### config.mk
export PLATFORM = sky130hd
export DESIGN_NAME = rgb_to_hsv_convert
export DESIGN_NICKNAME = d
export VERILOG_FILES = /design/src/rgbhsv_pkg.sv /design/src/rgb_to_hsv_convert.sv
export SDC_FILE = /design/constraint.sdc
export NUM_CORES = 2
export LEC_CHECK = 0
export BUFFER_PORTS_ARGS = -buffer_cell sky130_fd_sc_hd__buf_2
export CAP_MARGIN = 20
export CORE_MARGIN = 5
export CORE_UTILIZATION = 60
export CTS_CLUSTER_DIAMETER = 150
export DETAILED_ROUTE_END_ITERATION = 16
export GPL_TIMING_DRIVEN = 0
export PLACE_DENSITY = 0.76
export SLEW_MARGIN = 5
export SYNTH_ARGS = -nofsm -noshare
export SYNTH_HDL_FRONTEND = slang
export SYNTH_SLANG_ARGS = --single-unit
### constraint.sdc
create_clock -name clk -period 52.8 [get_ports clk]
set_input_delay 2.64 -clock clk [delete_from_list [all_inputs] [get_ports clk]]
set_output_delay 2.64 -clock clk [all_outputs]
set_load 0.01 [all_outputs]
### src/rgbhsv_pkg.sv
// Shared types for the RGB to HSV pixel converter.
// Holds the sector code type; depends on nothing else.
`default_nettype none

package rgbhsv_pkg;

	// Which component is the largest; it picks the hue sector.
	typedef enum logic [1:0] {
		SECTOR_RED   = 2'd0,
		SECTOR_GREEN = 2'd1,
		SECTOR_BLUE  = 2'd2
	} sector_t;

endpackage

`default_nettype wire

### src/rgb_to_hsv_convert.sv
// Pipelined RGB to HSV pixel converter with two radix-2 restoring dividers.
// Depends on rgbhsv_pkg for the sector code type.
//
//   channel | handshake                   | payload
//   --------+-----------------------------+------------------------------
//   input   | in_valid / in_stall         | red, green, blue
//   output  | out_valid / out_stall       | hue, saturation, brightness
//
// One pixel enters every clock while in_stall is low. The stages are a
// max/min stage, a numerator stage, then one quotient bit per stage for both
// divisions. The whole pipeline holds when a valid result is stalled at the
// output, and in_stall is raised only then. Reset clears the valid bits only.
`default_nettype none

module rgb_to_hsv_convert #(
	parameter int COMPONENT_BITS = 8,
	parameter int FRACTION_BITS  = 16
) (
	input  wire                       clk,
	input  wire                       arst_n,
	input  wire                       in_valid,
	output logic                      in_stall,
	input  wire  [COMPONENT_BITS-1:0] red,
	input  wire  [COMPONENT_BITS-1:0] green,
	input  wire  [COMPONENT_BITS-1:0] blue,
	output logic                      out_valid,
	input  wire                       out_stall,
	output logic [FRACTION_BITS-1:0]  hue,
	output logic [FRACTION_BITS-1:0]  saturation,
	output logic [COMPONENT_BITS-1:0] brightness
);
	import rgbhsv_pkg::*;

	localparam int CW = COMPONENT_BITS;
	localparam int FW = FRACTION_BITS;
	// Six times delta needs three bits more than a component.
	localparam int DW = COMPONENT_BITS + 3;

	logic ena;

	// Stage 1: largest and smallest component and the sector.
	logic            vld_s1;
	logic [CW-1:0]   r_s1, g_s1, b_s1, mx_s1, mn_s1;
	sector_t         sec_s1;
	logic [CW-1:0]   mx_c, mn_c;
	sector_t         sec_c;

	// Divider stages: index 0 is loaded with dividend and divisor, each
	// later index has retired one more quotient bit.
	logic [FW:0]     div_vld_s;
	logic [DW-1:0]   h_rem_s  [FW+1];
	logic [DW-1:0]   h_den_s  [FW+1];
	logic [FW-1:0]   h_quo_s  [FW+1];
	logic [CW-1:0]   s_rem_s  [FW+1];
	logic [CW-1:0]   s_den_s  [FW+1];
	logic [FW-1:0]   s_quo_s  [FW+1];
	logic            h_zero_s [FW+1];
	logic            s_zero_s [FW+1];
	logic [CW-1:0]   bri_s    [FW+1];

	logic [CW-1:0]   delta_c;
	logic [DW-1:0]   six_d_c, num_c;

	// The pipeline moves as one unless a finished result is held.
	assign ena      = ~(out_valid & out_stall);
	assign in_stall = ~ena;

	// Largest component picks the sector; the first of red, green, blue wins ties.
	always_comb begin
		mx_c  = red;
		mn_c  = red;
		sec_c = SECTOR_RED;
		if (green > mx_c) begin
			mx_c  = green;
			sec_c = SECTOR_GREEN;
		end
		if (blue > mx_c) begin
			mx_c  = blue;
			sec_c = SECTOR_BLUE;
		end
		if (green < mn_c) mn_c = green;
		if (blue < mn_c) mn_c = blue;
	end

	always_ff @(posedge clk) begin
		if (ena) begin
			r_s1   <= red;
			g_s1   <= green;
			b_s1   <= blue;
			mx_s1  <= mx_c;
			mn_s1  <= mn_c;
			sec_s1 <= sec_c;
		end
	end

	// Hue numerator in modular arithmetic; the true value lies in [0, 6*delta).
	always_comb begin
		delta_c = mx_s1 - mn_s1;
		six_d_c = DW'({delta_c, 2'b00}) + DW'({delta_c, 1'b0});
		case (sec_s1)
			SECTOR_RED: begin
				num_c = DW'(g_s1) - DW'(b_s1);
				if (g_s1 < b_s1) num_c = num_c + six_d_c;
			end
			SECTOR_GREEN: begin
				num_c = DW'({delta_c, 1'b0}) + DW'(b_s1) - DW'(r_s1);
			end
			SECTOR_BLUE: begin
				num_c = DW'({delta_c, 2'b00}) + DW'(r_s1) - DW'(g_s1);
			end
			default: begin
				num_c = '0;
			end
		endcase
	end

	// Stage 2: load both dividers. A grey pixel has no hue and a black one
	// no saturation; their dividers run on a zero divisor and are masked.
	always_ff @(posedge clk) begin
		if (ena) begin
			h_rem_s[0]  <= num_c;
			h_den_s[0]  <= six_d_c;
			h_quo_s[0]  <= '0;
			s_rem_s[0]  <= delta_c;
			s_den_s[0]  <= mx_s1;
			s_quo_s[0]  <= '0;
			h_zero_s[0] <= (delta_c == '0);
			s_zero_s[0] <= (mx_s1 == '0);
			bri_s[0]    <= mx_s1;
		end
	end

	// One restoring step per stage for each divider. A full-scale delta
	// yields all ones in the saturation quotient, which is the clamped value.
	for (genvar k = 1; k <= FW; k++) begin : g_div
		logic [DW:0] h_two, h_nxt;
		logic        h_bit;
		logic [CW:0] s_two, s_nxt;
		logic        s_bit;

		assign h_two = {h_rem_s[k-1], 1'b0};
		assign h_bit = (h_two >= {1'b0, h_den_s[k-1]});
		assign h_nxt = h_bit ? (h_two - {1'b0, h_den_s[k-1]}) : h_two;
		assign s_two = {s_rem_s[k-1], 1'b0};
		assign s_bit = (s_two >= {1'b0, s_den_s[k-1]});
		assign s_nxt = s_bit ? (s_two - {1'b0, s_den_s[k-1]}) : s_two;

		always_ff @(posedge clk) begin
			if (ena) begin
				h_rem_s[k]  <= h_nxt[DW-1:0];
				h_den_s[k]  <= h_den_s[k-1];
				h_quo_s[k]  <= {h_quo_s[k-1][FW-2:0], h_bit};
				s_rem_s[k]  <= s_nxt[CW-1:0];
				s_den_s[k]  <= s_den_s[k-1];
				s_quo_s[k]  <= {s_quo_s[k-1][FW-2:0], s_bit};
				h_zero_s[k] <= h_zero_s[k-1];
				s_zero_s[k] <= s_zero_s[k-1];
				bri_s[k]    <= bri_s[k-1];
			end
		end
	end

	// Valid bits travel with the data.
	always_ff @(posedge clk or negedge arst_n) begin
		if (!arst_n) begin
			vld_s1    <= 1'b0;
			div_vld_s <= '0;
		end else if (ena) begin
			vld_s1    <= in_valid;
			div_vld_s <= {div_vld_s[FW-1:0], vld_s1};
		end
	end

	// Result of the last stage.
	assign out_valid  = div_vld_s[FW];
	assign hue        = h_zero_s[FW] ? '0 : h_quo_s[FW];
	assign saturation = s_zero_s[FW] ? '0 : s_quo_s[FW];
	assign brightness = bri_s[FW];

endmodule

`default_nettype wire

## After elaboration in Yosys (flattened, before gate mapping)

Memories as Yosys holds them, arrays and structs flattened.
Cells that the tools add are included.

- Input port bits: 28
- Memory bits (read-only): 0
- Memories kept: 9
- Output and inout bits: 42
- RAM bits: 1360
- Word-level logic and storage cells: 142
- Latch bits: 0
- Bits in registers: 60

- Multiply operators: 0
- Add/subtract/negate cells: 40
- Bitwise gates (word level): 1
- Shift operators: 0
- Div/mod/pow operators: 0
- Equal/unequal tests: 2
- Reductions and logical operators: 3
- Muxes and demuxes: 42
- Magnitude comparators: 37

Memory list:

| memory | words | width | rd ports | clocked after Yosys merged registers in | write ports | RTL line | source |
|---|---|---|---|---|---|---|---|
| h_quo_s | 17 | 16 | 17 | 0 | 17 | rgb_to_hsv_convert.sv:53 | `logic [FW-1:0] h_quo_s [FW+1];` |
| s_quo_s | 17 | 16 | 17 | 0 | 17 | rgb_to_hsv_convert.sv:56 | `logic [FW-1:0] s_quo_s [FW+1];` |
| h_den_s | 17 | 11 | 16 | 0 | 17 | rgb_to_hsv_convert.sv:52 | `logic [DW-1:0] h_den_s [FW+1];` |
| h_rem_s | 17 | 11 | 16 | 0 | 17 | rgb_to_hsv_convert.sv:51 | `logic [DW-1:0] h_rem_s [FW+1];` |
| bri_s | 17 | 8 | 17 | 0 | 17 | rgb_to_hsv_convert.sv:59 | `logic [CW-1:0] bri_s [FW+1];` |
| s_den_s | 17 | 8 | 16 | 0 | 17 | rgb_to_hsv_convert.sv:55 | `logic [CW-1:0] s_den_s [FW+1];` |
| 3 more memories | - | - | - | - | - | - |  |

Operators with widths:

| cell | number |
|---|---|
| $ge A12 B11 Y1 | 16 |
| $mux W11 | 17 |
| $sub A11 B11 Y11 | 16 |
| $mux W8 | 20 |
| $ge A9 B8 Y1 | 16 |
| $sub A8 B8 Y8 | 17 |
| $pmux W11 S3 | 1 |
| $mux W16 | 2 |
| $lt A8 B8 Y1 | 3 |
| $gt A8 B8 Y1 | 2 |
| $logic_not A8 Y1 | 2 |
| $add A10 B8 Y11 | 1 |
| $add A10 B9 Y11 | 1 |
| $add A11 B11 Y11 | 1 |
| $sub A10 B8 Y11 | 1 |
| $sub A11 B8 Y11 | 1 |
| $add A9 B8 Y10 | 1 |
| $sub A8 B8 Y9 | 1 |
| $eq A2 B1 Y1 const B | 1 |
| $eq A2 B2 Y1 const B | 1 |
| $logic_not A2 Y1 | 1 |
| $mux W1 | 2 |
| $and A1 B1 Y1 | 1 |

## Logic depth before layout (Yosys ltp)

- Depth in word-level cells: 5
- Mapped depth: 19
- Depth with buffers taken out: 19

## Least setup slack after synthesis

No wires, ideal clock.

- Kind: input to output
- From: in out_stall
- To: out in_stall
- Stages: 3
- Path buffers: 1
- Data required time: 50.160 ns
- Arrival: 30.609 ns
- Setup slack: 19.551 ns
- Cells stage by stage: nand2_1 -> clkbuf_1 -> inv_1

- Longest elaborated chain between the ends: 1

RTL lines:

| element | RTL line | source |
|---|---|---|
| start, declared | rgb_to_hsv_convert.sv:27 | `input wire out_stall,` |
| $and A1 B1 Y1 | rgb_to_hsv_convert.sv:65 | `assign ena = ~(out_valid & out_stall);` |
| end, declared | rgb_to_hsv_convert.sv:22 | `output logic in_stall,` |

No other way between the ends.

## Worst setup path after layout

Same ends and word-level chain as after synthesis.

==> metrics.md <==
| Metric | Value |
|---|---|
| Synth warnings | `0` |
| Mapped cell area | `0.0476 mm^2` |
| Setup Skew | `0.0272 ns` |
| Slew HR | `30.8%` |
| CP Launch Type | `input port` |
| Top cells by area, synth | `edfxtp_1 59%, ha_1 9.5%, inv_1 3.9%` |
| Initial antenna violation count | `0` |
| Synth top area share | `58.9%` |
| Met2 routed WL | `39600 um` |
| CP Capture Type | `primary output` |
| Fill cells | `5532` |
| Post-cts sizing count | `0` |
| Layout cells sized above 1 | `11.0%` |
| Final worst path period need | `6.36 ns` |
| Fmax | `157 MHz` |
| H-tree Lvls | `3` |
| DR WL met3 | `2910 um` |
| Fraction of registers with async set/reset | `1.89%` |
| Post-synthesis register bit count | `950` |
| Residual DRC | `0` |
| TritonCTS Buffers | `98` |
| Via density | `5.39` |
| Synth unique cells | `81` |
| Slew @ Worst Pin | `1.03 ns` |
| Syn Nets | `3981` |
| Global route overflow | `0` |
| Synth area leader | `edfxtp_1` |
| Worst-path maximum fanout | `52` |
| Ys flop type | `edfxtp_1` |
| WS Path Type | `in -> out` |
| Hold_ws | `0.390 ns` |
| Initial Util | `60.4%` |
| IO Count | `70` |
| RSZ-0062 raised after global routing | `false` |
| Fin crit share | `12.0%` |
| Fin. max-slew vios | `0` |
| Ant. Diodes | `0` |
| Final Net Count | `4165` |
| First-pass GRT wire length | `128000 um` |
| Port bufs | `69` |
| Highest routed layer | `met4` |
| Setup violators final | `0` |
| CTS Hold Buffers Added | `0` |
| Mean post-synth cell area | `13.4 um^2` |
| Post-DP HPWL | `54900 um` |
| Setup bufs post-CTS | `0` |
| Core footprint | `0.0787 mm^2` |
| Die width | `292 um` |
| Layout area overhead | `11.2%` |
| Routed length on met1 | `32400 um` |
| Worst Path Required | `50.16 ns` |
| Status | `completed` |
| Num Clock Sinks | `950` |
| Routed Antenna Nets | `0` |
| Final Hold Viols | `0` |
| Setup_tns | `0 ns` |
| Hold WC Path Type | `reg -> reg` |
| Largest net degree at the start of global routing | `73` |
| Max_cap viols | `0` |
| Initial DRC count | `1498` |
| Total number of vias | `26200` |
| Gate count of the mapped netlist | `3544` |
| Post-synth EDFFs | `932` |
| Avg WL per Cell | `15.8 um` |
| DR pass1 iterations | `5` |
| Data arrival, critical path | `3.72 ns` |
| Total Wirelength | `76800 um` |
| Die H | `292 um` |
| Root Driver | `clkbuf_16` |
| Sequential share of the synthesized area | `59.8%` |
| Clock-pin slew on the worst setup and hold paths | `0.06 ns` |
| Clk_lat worst skew | `0.66 ns` |
| Rows | `103` |
| Post-route core utilization | `67.1%` |
| Tot GR Track Use | `18.0%` |
| CTS Buffer Depth | `3` |
| Global placer's final weighted congestion | `0.875` |
| Total die area | `0.0850 mm^2` |
| TritonCTS clock tree | `yes` |
| Number of global-route vias before repair | `26700` |
## Yosys cell counts (21+ instances only)
master and instances:
nor2b_1 121, nor2_1 184, nor3_1 39, and2_1 21, fa_1 49, nand2_1 94, o21ai_1 64, nand3_1 28
a21oi_1 110, xor2_1 61, edfxtp_1 932, o21ai_0 90, mux2_2 117, nand4_1 49, a21o_1 81, mux2_1 78
mux2i_1 65, a21boi_1 30, inv_1 494, xnor2_1 122, o21a_1 55, ha_1 360, nand2b_1 50
## cell families after synthesis
logic type | synth area share [%]
flip-flops | 59.8
AND/OR/NAND/NOR | 6.76
AO/OA/AOI/OAI | 8.14
buffers and inverters | 4.29
adder cells (fa/ha/maj) | 11.6
multiplexers | 5.99
XOR/XNOR | 3.44
## state kept, by name, summed over array words and instances (netlist names)
name       count
div_vld_s     17
h_rem_s      161
bri_s        136
h_den_s      159
b_s1           8
s_quo_s      136
sec_s1         2
s_rem_s      128
h_zero_s      17
h_quo_s      136
g_s1           8
mx_s1          8
r_s1           8
vld_s1         1
s_zero_s      17
mn_s1          8
## worst paths after layout
check | from | to | slack, ns | depth (start not counted)
max | out_stall | in_stall | 46.44 | 5
min | h_quo_s[3][2]$_DFFE_PN_ | h_quo_s[4][3]$_DFFE_PN_ | 0.39 | 0
max reg2reg | mx_s1[1]$_DFFE_PN_ | h_rem_s[0][10]$_DFFE_PN_ | 47.78 | 17
min reg2reg | h_quo_s[3][2]$_DFFE_PN_ | h_quo_s[4][3]$_DFFE_PN_ | 0.39 | 0
max in group asynchronous | arst_n | div_vld_s[10]$_DFFE_PN0N_ | 50.62 | 1
min in group asynchronous | arst_n | div_vld_s[11]$_DFFE_PN0N_ | 1.90 | 1
## worst max-delay path: stages
cell and delay (ns):
buf_2 0.10, nand2_1 0.07, clkbuf_4 0.62, inv_1 0.09
buf_2 0.16
## stage by stage
stage | std cells | worst slack [ns] | instance area, um^2
after floorplan | 3544 | 19.55 | 47600
after global routing | 4856 | 46.33 | 52900
after detailed placement | 4678 | 46.09 | 49600
after CTS | 4856 | 46.43 | 52900
final | 4856 | 46.44 | 52900
after global placement | 4663 | 11.89 | 49200
## area by class of cell
| cell class | instances | area [um^2] | share of cell area, % |
|---|---|---|---|
| flip-flops and latches | 950 | 28400 | 53.8 |
| multi-input cells | 2065 | 17100 | 32.3 |
| clock buffers | 116 | 2570 | 4.86 |
| inverters | 497 | 1870 | 3.53 |
| well taps | 1050 | 1310 | 2.49 |
| repair buffers | 84 | 751 | 1.42 |
| clock inverters | 62 | 668 | 1.26 |
| plain buffers | 32 | 178 | 0.336 |
## metal layers
metal	GRT usage, %	vias to the layer above
met3	2.92	132
li1	-	13100
met4	5.02	0
met5	0	-
met1	22.4	12500
met2	32.7	371
## placed cells by master (no fill, tap or decap), types with 12 or more instances in the layout
cell | netlist | final
a211oi_1 | 12 | 12
a211oi_2 | 18 | 18
a21boi_0 | 18 | 18
a21boi_1 | 30 | 30
a21o_1 | 81 | 81
a21oi_1 | 110 | 110
a221oi_1 | 15 | 15
and2_1 | 21 | 21
buf_16 | 0 | 14
buf_2 | 15 | 84
clkbuf_1 | 7 | 19
clkbuf_16 | 0 | 98
clkinv_1 | 0 | 22
clkinv_2 | 0 | 15
dfrtp_1 | 18 | 18
edfxtp_1 | 932 | 932
fa_1 | 49 | 49
ha_1 | 360 | 360
inv_1 | 494 | 494
mux2_1 | 78 | 78
mux2_2 | 117 | 117
mux2i_1 | 65 | 65
nand2_1 | 94 | 94
nand2b_1 | 50 | 50
nand3_1 | 28 | 28
nand4_1 | 49 | 49
nor2_1 | 184 | 184
nor2b_1 | 121 | 121
nor3_1 | 39 | 39
nor4_1 | 16 | 16
o21a_1 | 55 | 55
o21ai_0 | 90 | 90
o21ai_1 | 64 | 64
or3_1 | 12 | 12
xnor2_1 | 122 | 122
xor2_1 | 61 | 61
Power is not shown: default switching activity piles up to over one toggle a cycle in this logic, so the estimate is an artifact.
